--- src/rtl/pbr_pkg.sv ---
// ----------------------------------------------------------------------------
// pbr_pkg
// Types and constants shared by the bisection root controller and datapath.
// ----------------------------------------------------------------------------
package pbr_pkg;

  // default parameter values
  localparam int unsigned DEF_MAX_DEGREE = 5;
  localparam int unsigned DEF_MAX_ITER   = 10000;
  localparam int unsigned DEF_FRAC_BITS  = 16;

  // fixed field widths
  localparam int unsigned DATA_W     = 32;
  localparam int unsigned TOL_W      = 31;
  localparam int unsigned DEG_W      = 3;
  localparam int unsigned CFG_IDX_W  = 3;
  localparam int unsigned COEF_IDX_W = 3;

  // register indexes beyond the coefficients
  localparam logic [CFG_IDX_W-1:0] REG_DEGREE = 3'd6;
  localparam logic [CFG_IDX_W-1:0] REG_TOL    = 3'd7;

  // register reset values
  localparam logic [DEG_W-1:0] DEGREE_RST = 3'd2;
  localparam logic [TOL_W-1:0] TOL_RST    = 31'd1;

  // datapath commands
  typedef enum logic [3:0] {
    DP_NOP,
    DP_LOAD,
    DP_SEL_LO,
    DP_SEL_HI,
    DP_SEL_MID,
    DP_MUL_TC,
    DP_MUL_TX,
    DP_UPD_T,
    DP_SAVE_VR,
    DP_MOVE,
    DP_RES_X,
    DP_RES_ZERO
  } dp_op_e;

  typedef struct packed {
    dp_op_e                op;
    logic [COEF_IDX_W-1:0] idx;
  } dp_cmd_t;

  typedef struct packed {
    logic             tol_hit;
    logic [DEG_W-1:0] deg_eff;
  } dp_status_t;

  // controller states
  typedef enum logic [2:0] {
    ST_IDLE,
    ST_SEL,
    ST_MUL_TC,
    ST_MUL_TX,
    ST_UPD_T,
    ST_CHECK,
    ST_FINISH
  } ctrl_state_e;

  // evaluation point within one pass
  typedef enum logic [1:0] {
    PT_LO,
    PT_HI,
    PT_MID
  } point_e;

endpackage

--- src/rtl/pbr_datapath.sv ---
// ----------------------------------------------------------------------------
// pbr_datapath
// Config registers, bounds, shared 32x32 multiplier, saturating accumulate,
// tolerance compare and result register.
// ----------------------------------------------------------------------------
module pbr_datapath import pbr_pkg::*; #(
  parameter int unsigned MAX_DEGREE = DEF_MAX_DEGREE,
  parameter int unsigned FRAC_BITS  = DEF_FRAC_BITS
) (
  input  logic                     clk_i,
  input  logic                     rst_ni,
  input  logic                     cfg_we_i,
  input  logic [CFG_IDX_W-1:0]     cfg_idx_i,
  input  logic [DATA_W-1:0]        cfg_data_i,
  input  logic signed [DATA_W-1:0] lower_bound_i,
  input  logic signed [DATA_W-1:0] upper_bound_i,
  input  dp_cmd_t                  cmd_i,
  output dp_status_t               status_o,
  output logic signed [DATA_W-1:0] root_o,
  output logic                     converged_o
);

  localparam int unsigned NCOEF = MAX_DEGREE + 1;
  localparam int unsigned CW    = $clog2(NCOEF);
  localparam logic [DATA_W-1:0] ONE_FX = DATA_W'(1) << FRAC_BITS;
  localparam logic signed [63:0] SAT_MAX64 = 64'sd2147483647;
  localparam logic signed [63:0] SAT_MIN64 = -64'sd2147483648;
  localparam logic signed [DATA_W-1:0] S32_MAX = 32'sh7FFFFFFF;
  localparam logic signed [DATA_W-1:0] S32_MIN = 32'sh80000000;

  // floor shift of a product, saturated to 32 bits
  function automatic logic signed [DATA_W-1:0] sat_prod(input logic signed [63:0] p);
    logic signed [63:0] s;
    s = p >>> FRAC_BITS;
    if (s > SAT_MAX64) return S32_MAX;
    else if (s < SAT_MIN64) return S32_MIN;
    else return s[DATA_W-1:0];
  endfunction

  // saturating 32-bit add
  function automatic logic signed [DATA_W-1:0] sat_add(input logic signed [DATA_W-1:0] a,
                                                      input logic signed [DATA_W-1:0] b);
    logic [DATA_W:0] s;
    s = {a[DATA_W-1], a} + {b[DATA_W-1], b};
    if (s[DATA_W] != s[DATA_W-1]) return s[DATA_W] ? S32_MIN : S32_MAX;
    else return s[DATA_W-1:0];
  endfunction

  logic signed [DATA_W-1:0] coef_q [NCOEF];
  logic [DEG_W-1:0]         deg_q;
  logic [TOL_W-1:0]         tol_q;

  logic signed [DATA_W-1:0] lo_q, hi_q, x_q, t_q, y_q, vr_q, root_q;
  logic signed [63:0]       prod_q;
  logic                     conv_q;

  // configuration writes
  always_ff @(posedge clk_i or negedge rst_ni) begin
    if (!rst_ni) begin
      for (int i = 0; i < NCOEF; i++) coef_q[i] <= '0;
      deg_q <= DEGREE_RST;
      tol_q <= TOL_RST;
    end else if (cfg_we_i) begin
      if (cfg_idx_i == REG_DEGREE) begin
        deg_q <= cfg_data_i[DEG_W-1:0];
      end else if (cfg_idx_i == REG_TOL) begin
        tol_q <= cfg_data_i[TOL_W-1:0];
      end else if (cfg_idx_i <= CFG_IDX_W'(MAX_DEGREE)) begin
        coef_q[cfg_idx_i[CW-1:0]] <= cfg_data_i;
      end
    end
  end

  // shared multiplier operands
  logic signed [DATA_W-1:0] mul_b;
  logic signed [63:0]       prod_full;
  assign mul_b     = (cmd_i.op == DP_MUL_TC) ? coef_q[cmd_i.idx[CW-1:0]] : x_q;
  assign prod_full = t_q * mul_b;

  // floor midpoint of the bounds
  logic [DATA_W:0]          sum_lh;
  logic signed [DATA_W-1:0] mid;
  assign sum_lh = {lo_q[DATA_W-1], lo_q} + {hi_q[DATA_W-1], hi_q};
  assign mid    = sum_lh[DATA_W:1];

  // sign test of midpoint value against right-bound value
  logic vm_neg, vm_pos, vr_neg, vr_pos, move_lo;
  assign vm_neg  = y_q[DATA_W-1];
  assign vm_pos  = !y_q[DATA_W-1] && (|y_q);
  assign vr_neg  = vr_q[DATA_W-1];
  assign vr_pos  = !vr_q[DATA_W-1] && (|vr_q);
  assign move_lo = (vm_neg && vr_pos) || (vm_pos && vr_neg);

  // working registers
  always_ff @(posedge clk_i) begin
    case (cmd_i.op)
      DP_LOAD: begin
        lo_q <= lower_bound_i;
        hi_q <= upper_bound_i;
      end
      DP_SEL_LO, DP_SEL_HI, DP_SEL_MID: begin
        x_q <= (cmd_i.op == DP_SEL_LO) ? lo_q : (cmd_i.op == DP_SEL_HI) ? hi_q : mid;
        y_q <= '0;
        t_q <= ONE_FX;
      end
      DP_MUL_TC: prod_q <= prod_full;
      DP_MUL_TX: begin
        y_q    <= sat_add(y_q, sat_prod(prod_q));
        prod_q <= prod_full;
      end
      DP_UPD_T:   t_q  <= sat_prod(prod_q);
      DP_SAVE_VR: vr_q <= y_q;
      DP_MOVE: begin
        if (move_lo) lo_q <= x_q;
        else hi_q <= x_q;
      end
      DP_RES_X: begin
        root_q <= x_q;
        conv_q <= 1'b1;
      end
      DP_RES_ZERO: begin
        root_q <= '0;
        conv_q <= 1'b0;
      end
      default: ;
    endcase
  end

  // tolerance check on 33-bit magnitude
  logic [DATA_W:0] y_ext, y_mag;
  assign y_ext = {y_q[DATA_W-1], y_q};
  assign y_mag = y_q[DATA_W-1] ? ((DATA_W+1)'(0) - y_ext) : y_ext;

  assign status_o.tol_hit = y_mag < {2'b00, tol_q};
  assign status_o.deg_eff = (deg_q > DEG_W'(MAX_DEGREE)) ? DEG_W'(MAX_DEGREE) : deg_q;

  assign root_o      = root_q;
  assign converged_o = conv_q;

endmodule

--- src/rtl/pbr_ctrl.sv ---
// ----------------------------------------------------------------------------
// pbr_ctrl
// Sequencer for bisection passes: term loop, point select, pass count,
// request handshakes and output valid.
// ----------------------------------------------------------------------------
module pbr_ctrl import pbr_pkg::*; #(
  parameter int unsigned MAX_ITER = DEF_MAX_ITER
) (
  input  logic       clk_i,
  input  logic       rst_ni,
  input  logic       in_valid_i,
  output logic       in_ready_o,
  output logic       out_valid_o,
  input  logic       out_ready_i,
  input  dp_status_t status_i,
  output dp_cmd_t    cmd_o
);

  localparam int unsigned ITER_W = $clog2(MAX_ITER + 1);

  ctrl_state_e           state_q, state_d;
  point_e                pt_q, pt_d;
  logic [COEF_IDX_W-1:0] term_q, term_d;
  logic [ITER_W-1:0]     pass_q, pass_d;
  logic                  zero_q, zero_d;
  logic                  out_valid_q, out_valid_d;

  logic out_free;
  assign out_free = !out_valid_q || out_ready_i;

  // next state
  always_comb begin
    state_d     = state_q;
    pt_d        = pt_q;
    term_d      = term_q;
    pass_d      = pass_q;
    zero_d      = zero_q;
    out_valid_d = out_valid_q && !out_ready_i;
    case (state_q)
      ST_IDLE: begin
        if (in_valid_i) begin
          pt_d    = PT_LO;
          pass_d  = '0;
          state_d = ST_SEL;
        end
      end
      ST_SEL: begin
        if (pt_q == PT_LO && pass_q == ITER_W'(MAX_ITER)) begin
          zero_d  = 1'b1;
          state_d = ST_FINISH;
        end else begin
          term_d  = '0;
          state_d = ST_MUL_TC;
        end
      end
      ST_MUL_TC: state_d = ST_MUL_TX;
      ST_MUL_TX: state_d = (term_q == status_i.deg_eff) ? ST_CHECK : ST_UPD_T;
      ST_UPD_T: begin
        term_d  = term_q + 1'b1;
        state_d = ST_MUL_TC;
      end
      ST_CHECK: begin
        case (pt_q)
          PT_LO, PT_HI: begin
            if (status_i.tol_hit) begin
              zero_d  = 1'b0;
              state_d = ST_FINISH;
            end else begin
              pt_d    = (pt_q == PT_LO) ? PT_HI : PT_MID;
              state_d = ST_SEL;
            end
          end
          default: begin
            pass_d  = pass_q + 1'b1;
            pt_d    = PT_LO;
            state_d = ST_SEL;
          end
        endcase
      end
      ST_FINISH: begin
        if (out_free) begin
          out_valid_d = 1'b1;
          state_d     = ST_IDLE;
        end
      end
      default: state_d = ST_IDLE;
    endcase
  end

  // outputs and datapath commands
  always_comb begin
    cmd_o.op   = DP_NOP;
    cmd_o.idx  = term_q;
    in_ready_o = 1'b0;
    case (state_q)
      ST_IDLE: begin
        in_ready_o = 1'b1;
        if (in_valid_i) cmd_o.op = DP_LOAD;
      end
      ST_SEL: begin
        if (!(pt_q == PT_LO && pass_q == ITER_W'(MAX_ITER))) begin
          case (pt_q)
            PT_LO:   cmd_o.op = DP_SEL_LO;
            PT_HI:   cmd_o.op = DP_SEL_HI;
            default: cmd_o.op = DP_SEL_MID;
          endcase
        end
      end
      ST_MUL_TC: cmd_o.op = DP_MUL_TC;
      ST_MUL_TX: cmd_o.op = DP_MUL_TX;
      ST_UPD_T:  cmd_o.op = DP_UPD_T;
      ST_CHECK: begin
        if (pt_q == PT_MID) cmd_o.op = DP_MOVE;
        else if (pt_q == PT_HI && !status_i.tol_hit) cmd_o.op = DP_SAVE_VR;
      end
      ST_FINISH: begin
        if (out_free) cmd_o.op = zero_q ? DP_RES_ZERO : DP_RES_X;
      end
      default: ;
    endcase
  end

  assign out_valid_o = out_valid_q;

  always_ff @(posedge clk_i or negedge rst_ni) begin
    if (!rst_ni) begin
      state_q     <= ST_IDLE;
      pt_q        <= PT_LO;
      term_q      <= '0;
      pass_q      <= '0;
      zero_q      <= 1'b0;
      out_valid_q <= 1'b0;
    end else begin
      state_q     <= state_d;
      pt_q        <= pt_d;
      term_q      <= term_d;
      pass_q      <= pass_d;
      zero_q      <= zero_d;
      out_valid_q <= out_valid_d;
    end
  end

endmodule

--- src/rtl/polynomial_bisection_root_core.sv ---
// ----------------------------------------------------------------------------
// polynomial_bisection_root_core
// Bisection root finder for a polynomial of degree up to five in Q16.16.
//
//   channel  direction  handshake                    payload
//   cfg      in         cfg_we_i                     cfg_idx_i, cfg_data_i
//   in       in         in_valid_i / in_ready_o      lower_bound_i, upper_bound_i
//   out      out        out_valid_o / out_ready_i    root_o, converged_o
//
// One request at a time. Each polynomial evaluation steps through terms 0 to d
// on the single shared multiplier (d = effective degree), a pass evaluates the
// low bound, high bound and midpoint, and a request runs up to MAX_ITER passes.
// Reset clears the controller and loads register reset values.
// A new request is taken while a result waits at the output register; a
// finished search holds in its last state until the output register frees.
// ----------------------------------------------------------------------------
module polynomial_bisection_root_core import pbr_pkg::*; #(
  parameter int unsigned MAX_DEGREE = DEF_MAX_DEGREE,
  parameter int unsigned MAX_ITER   = DEF_MAX_ITER,
  parameter int unsigned FRAC_BITS  = DEF_FRAC_BITS
) (
  input  logic                     clk_i,
  input  logic                     rst_ni,
  input  logic                     cfg_we_i,
  input  logic [CFG_IDX_W-1:0]     cfg_idx_i,
  input  logic [DATA_W-1:0]        cfg_data_i,
  input  logic                     in_valid_i,
  output logic                     in_ready_o,
  input  logic signed [DATA_W-1:0] lower_bound_i,
  input  logic signed [DATA_W-1:0] upper_bound_i,
  output logic                     out_valid_o,
  input  logic                     out_ready_i,
  output logic signed [DATA_W-1:0] root_o,
  output logic                     converged_o
);

  dp_cmd_t    cmd;
  dp_status_t status;

  // sequencer
  pbr_ctrl #(
    .MAX_ITER (MAX_ITER)
  ) u_ctrl (
    .clk_i       (clk_i),
    .rst_ni      (rst_ni),
    .in_valid_i  (in_valid_i),
    .in_ready_o  (in_ready_o),
    .out_valid_o (out_valid_o),
    .out_ready_i (out_ready_i),
    .status_i    (status),
    .cmd_o       (cmd)
  );

  // arithmetic and registers
  pbr_datapath #(
    .MAX_DEGREE (MAX_DEGREE),
    .FRAC_BITS  (FRAC_BITS)
  ) u_dp (
    .clk_i         (clk_i),
    .rst_ni        (rst_ni),
    .cfg_we_i      (cfg_we_i),
    .cfg_idx_i     (cfg_idx_i),
    .cfg_data_i    (cfg_data_i),
    .lower_bound_i (lower_bound_i),
    .upper_bound_i (upper_bound_i),
    .cmd_i         (cmd),
    .status_o      (status),
    .root_o        (root_o),
    .converged_o   (converged_o)
  );

endmodule

--- config.mk ---
export PLATFORM = sky130hd
export DESIGN_NAME = polynomial_bisection_root_core
export DESIGN_NICKNAME = d
export VERILOG_FILES = /design/src/rtl/pbr_pkg.sv /design/src/rtl/pbr_datapath.sv /design/src/rtl/pbr_ctrl.sv /design/src/rtl/polynomial_bisection_root_core.sv
export SDC_FILE = /design/constraint.sdc
export NUM_CORES = 2
export LEC_CHECK = 0
export BUFFER_PORTS_ARGS = -buffer_cell sky130_fd_sc_hd__buf_2
export CORE_MARGIN = 4
export CORE_UTILIZATION = 35
export DETAILED_ROUTE_END_ITERATION = 8
export GPL_TIMING_DRIVEN = 0
export PLACE_DENSITY = 0.47
export SLEW_MARGIN = 15
export SYNTH_ARGS = -nofsm -noshare
export SYNTH_HDL_FRONTEND = slang
export SYNTH_SLANG_ARGS = --single-unit
--- constraint.sdc ---
create_clock -name clk_i -period 24.3 [get_ports clk_i]
set_input_delay 2.43 -clock clk_i [delete_from_list [all_inputs] [get_ports clk_i]]
set_output_delay 2.43 -clock clk_i [all_outputs]
set_load 0.01 [all_outputs]
-- Word level (Yosys, flattened, before mapping)
Cells that the tools add are included.
- input port bits: 104
- register bits: 539
- word-level logic and storage cells: 170
- order comparisons: 8
- add/subtract/negate cells: 5
- equality and inequality tests: 34
- bitwise gates (word level): 4
- multiplexer cells: 56
- reduce and logical (&&, ||, !) cells: 39
- $mul: 1
- operators with widths (operator ; count):
    $mux 32 ; 13
    $pmux 32 s2 ; 5
    $bwmux 192 ; 1
    $bmux 32 s3 ; 1
    $demux 32 s3 ; 1
    $add 32x32->33 ; 2
    $mul 32x32->64 ; 1
    $reduce_or 32->1 ; 2
    $gt 48x32->1 const B ; 1
    $lt 48x32->1 const B ; 1
    $lt 33x31->1 ; 1
    $mux 33 ; 1
    $sub 1x32->33 const A ; 1
    $mux 14 ; 2
    $pmux 14 s2 ; 1
    $pmux 4 s7 ; 1
    $mux 3 ; 7
    $pmux 3 s7 ; 1
    $eq 4x3->1 const B ; 4
    $eq 4x4->1 const B ; 4
    $mux 4 ; 4
    $eq 3x3->1 const B ; 5
    $add 14x1->14 const B ; 1
    $eq 14x14->1 const B ; 1
    other kinds (34) ; 85

-- Depth between registers and ports, before layout
- depth after elaboration: 14
- depth in mapped cells: 36
- gate-level depth less buffers: 32

-- Cells and area by module
Synthesis repeated with hierarchy kept, for this count alone.
- cells, all modules: 6086
- area total of the unflattened synthesis: 62767.7 µm²
- modules (own cells, without submodules) (module ; cells each ; seq. area each (µm²) ; instances ; area an instance (µm²)):
    pbr_datapath ; 5921 ; 13855.8 ; 1 ; 61283.8
    pbr_ctrl ; 165 ; 600.6 ; 1 ; 1483.9

-- Worst setup path after synthesis
No wires, ideal clock.
- kind: register to register
- start point: register u_ctrl.term_q[0]
- end point: register u_dp.prod_q[63] (data pin)
- setup time: 263 ps
- required time: 24037 ps
- setup slack: 14690 ps
- stages on the path, launching flop included: 34
- arrival: 9348 ps
- path through: dfrtp_1 buf_2 buf_1 buf_2 mux4_2 a21oi_1 o21ai_1 clkbuf_1 nand2_1 inv_1 fa_1 fa_1 fa_1 fa_1 inv_1 fa_1 inv_1 fa_1 inv_1 fa_1 fa_1 inv_1 ha_1 a21o_1 a21o_1 a21oi_1 o21a_1 o21ai_0 a21o_1 a21oi_1 o21bai_1 a21oi_1 o41ai_2 xnor2_1
- cells in the longest elaborated chain, start to end: 6
- RTL lines (element ; line ; source):
    start, declared ; pbr_ctrl.sv:23 ; logic [COEF_IDX_W-1:0] term_q, term_d;
    start signal, assigned ; pbr_ctrl.sv:136 ; term_q <= term_d;
    $not 3->4 (implied by the code) ; pbr_datapath.sv:77 ; assign mul_b = (cmd_i.op == DP_MUL_TC) ? coef_q[cmd_i.idx[CW-1:0]] : x_q;
    $bmux 32 s3 ; pbr_datapath.sv:77 ;
    $mux 32 (implied by the code) (2 in series) ; pbr_datapath.sv:77 ;
    $mux 32 ; pbr_datapath.sv:77 ;
    $mul 32x32->64 ; pbr_datapath.sv:78 ; assign prod_full = t_q * mul_b;
    net u_dp.prod_full[63] ; pbr_datapath.sv:76 ; logic signed [63:0] prod_full;
    end signal, assigned ; pbr_datapath.sv:106 ; DP_MUL_TC: prod_q <= prod_full;
    end signal, assigned ; pbr_datapath.sv:109 ; prod_q <= prod_full;
    end, declared ; pbr_datapath.sv:54 ; logic signed [63:0] prod_q;
The timed path passes the listed nets, and every way through them passes these cells. The select of a mux whose other input is x is not followed.
A chain may end at the register's enable or synchronous reset.

-- Worst setup path after layout
- start point: register u_ctrl.term_q[1]
- end point: register u_dp.prod_q[63] (data pin)
The elaborated chain is that of the path after synthesis.

==> flow_summary_export.csv <==
group,metric,value,unit
clock_tree,numCtsBuffers,59,
layout,syn2layout_area_growth,9.92,%
timing,rsz0062_at_grt,"no",
global_routing,grt_pass1_wl,330000,um
logic_synthesis,ys_seq_area_frac,0.233,
global_routing,grt.met3_usage,0.0413,
global_routing,grt_pass1_vias,47000,
global_routing,gr-usage-all-layers,0.245,
detailed_routing,first_pass_iters,6,
logic_synthesis,synth_cell_types,86,
layout,drive_above_1_share,0.0974,
logic_synthesis,ys_warn_count,0,
placed_design,portBuffers,136,
layout,register_area,14500,um2
setup_path,cp-startpoint,"u_ctrl.term_q[1]",
timing,period_minus_slack,13180,ps
clock_tree,clock_sinks,523,
setup_path,crit_type,"reg2reg",
setup_path,rrSetupSlack,11120,ps
detailed_routing,wl,223000,um
clock_tree,cts_root_buf,"clkbuf_16",
layout,nets,7645,
clock_tree,htree_levels,2,
global_routing,overflow,0,
die,die_h,429,um
detailed_routing,drt_iter0_markers,3312,
layout,final_common_cell,"fa_1",
timing,period_share,0.542,
setup_path,cp_top_family,"adder cells",
detailed_routing,wl_per_cell,26.0,um
logic_synthesis,synthCells,5961,
logic_synthesis,postSynthAreaPerCell,10.4,um2
setup_path,reg2reg_depth,34,
logic_synthesis,synthesis.nets,7425,
logic_synthesis,syn_area,61900,um2
die,pin_count,139,
timing,max_freq,0.0759,GHz
die,std_cell_rows,154,
die,die_x,429,um
timing,setup_viol,0,
detailed_routing,drc,0,
logic_synthesis,ys_seq_elements,523,
global_routing,antenna_found_initial,21,
timing,maxSlewViolCount,0,
setup_path,cpPeakStageDelay,1060,ps
logic_synthesis,synth_edf_count,273,
run,maxCapViolCount,0,
clock_tree,clk_pin_slew_worst_paths,60,ps
setup_path,worst-path-stages,34,
setup_path,cpMostUsedCell,"fa_1",
die,start_util,0.352,
clock_tree,cts_tree,"done",
placed_design,dpl.cell_count,8460,
timing,max_slew.worst_pin.slew,1320,ps
placed_design,gp_congestion,0.970,
setup_path,critPathSlowestCell,"fa_1",
setup_path,worst_setup_path_start_kind,"flip-flop",
setup_path,setup.worst_path.end_class,"flip-flop",
setup_path,reg2reg_to,"u_dp.prod_q[63]",
detailed_routing,ant_nets,0,
global_routing,busiest_layer,"met2",
clock_tree,clock_path_buffers,3,
clock_tree,post_cts_buffers,0,
timing,tns,0,ps
setup_path,crit_path_max_fanout,10,
layout,multiInputGateArea,42600,um2
layout,stdcell_count,8585,
detailed_routing,viasPerCell,5.15,
detailed_routing,vias,44200,
logic_synthesis,synth-async-reset-ratio,0.478,
timing,slew_headroom,0.119,
die,core_area,176000,um2
setup_path,required,24670,ps
global_routing,grt_max_degree,87,
hold_path,hp-class,"reg2reg",
die,die_area,184000,um2
run_status,status,"finished, final reports clean",
setup_path,crit_path_end,"u_dp.prod_q[63]",
global_routing,grtUsageMet2,0.383,
placed_design,dp_hpwl,183000,um
timing,hold_viol_final,0,
clock_tree,cts_hold_buf,0,
global_routing,use_met1,0.344,
clock_tree,post_cts_resized,0,
clock_tree,clkLatencyLatePin,670,ps
setup_path,crit_arrival,13540,ps
layout,nFillCells,17700,
setup_path,path_buf_inv,10,
layout,layout_common_cells,"1,082 x fa_1, 1,011 x inv_1, 728 x nand2_1",
timing,finClkSkew,51.0,ps
logic_synthesis,ys.flop_type,"edfxtp_1",
setup_path,reg2reg_from,"u_ctrl.term_q[1]",
[cells by family after synthesis]
logic type / count (synthesis) / synth area share
compound gates: 602 / 0.0640
simple gates: 1720 / 0.137
mux: 293 / 0.0587
fa+ha+maj: 1360 / 0.406
flops: 523 / 0.233
buf+inv: 1311 / 0.0798
xor+xnor: 152 / 0.0215
[layer usage]
layer  wire length (um)  vias to the layer above
li1                   -                    19200
met1              98400                    23300
met2             101000                     1447
met3              14600                      304
met4               9380                        2
met5                 20                        -
[state kept, by name, summed over array words and instances, names as in the netlist]
name	count
u_dp.y_q	32
u_dp.root_o	32
u_dp.t_q	32
u_dp.tol_q	31
u_dp.converged_o	1
u_ctrl.term_q	3
u_dp.deg_q	3
u_dp.lo_q	32
u_ctrl.out_valid_o	1
u_dp.vr_q	32
u_ctrl.pt_q	2
u_dp.prod_q	48
u_dp.hi_q	32
u_ctrl.state_q	3
u_dp.coef_q	192
u_ctrl.zero_q	1
u_dp.x_q	32
u_ctrl.pass_q	14
[worst min path at each step]
stage / startpoint / to / slack (ps) / cells past startpoint
floorplan: u_ctrl.zero_q / u_ctrl.zero_q / 450 / 1
global placement: u_dp.coef_q[78] / u_dp.coef_q[78] / 480 / 1
detailed placement: u_dp.coef_q[30] / u_dp.coef_q[30] / 490 / 1
CTS: u_dp.coef_q[156] / u_dp.coef_q[156] / 500 / 1
global route: u_dp.coef_q[113] / u_dp.coef_q[113] / 510 / 1
finish: u_dp.coef_q[70] / u_dp.coef_q[70] / 500 / 1
[stage by stage]
stage          worst slack (ps)  hold WS, ps  area, um2  utilization
2_1_floorplan             14690          449      61900            -
3_3_place_gp              11170          480      65600        0.372
3_5_place_dp              11110          488      66000        0.375
4_1_cts                   11030          503      68100        0.386
5_1_grt                   10570          510      68100        0.386
6_report                  11120          501      68100        0.387
[layout make-up]
cell class                 count  share of cell area
buffer                       299              0.0170
clock buffer                  75              0.0234
inverter                    1012              0.0558
antenna                       16            0.000588
tap                         2340              0.0430
clock inverter                34             0.00630
timing repair buffer         159              0.0158
sequential                   523               0.212
multi-input combinational   4127               0.626
[synth_stat cells, types with 7 or more instances]
cell      count  area share
o21ai_0     134       0.011
clkbuf_1    279       0.017
buf_1        10     0.00061
mux2i_1       8      0.0013
mux2_2      252       0.046
o21bai_1     20      0.0024
xor2_1       50      0.0071
or2_2        13      0.0013
nand2_1     731       0.044
a221oi_1     19      0.0027
a31oi_1      14      0.0014
nor3_1       23      0.0019
dfrtp_1     248        0.10
nand2b_1     45      0.0045
ha_1        277       0.056
o31ai_1      15      0.0018
o21ai_1       8     0.00065
a21o_1      122       0.015
or4_1         7     0.00085
a21oi_1     166       0.013
edfxtp_1    273        0.13
and2_1      347       0.035
a221o_1      10      0.0016
o21a_1       20      0.0024
mux4_2       28       0.010
nand4_1      35      0.0035
or3_1        14      0.0014
nor2_1      174       0.011
inv_1      1012       0.061
nor4_1       15      0.0015
nand3_1      36      0.0029
xnor2_1     102       0.014
fa_1       1083        0.35
nor2b_1     245       0.025
and3_1       14      0.0014
Power is not shown: default switching activity piles up to over one toggle a cycle in this logic, so the estimate is an artifact.
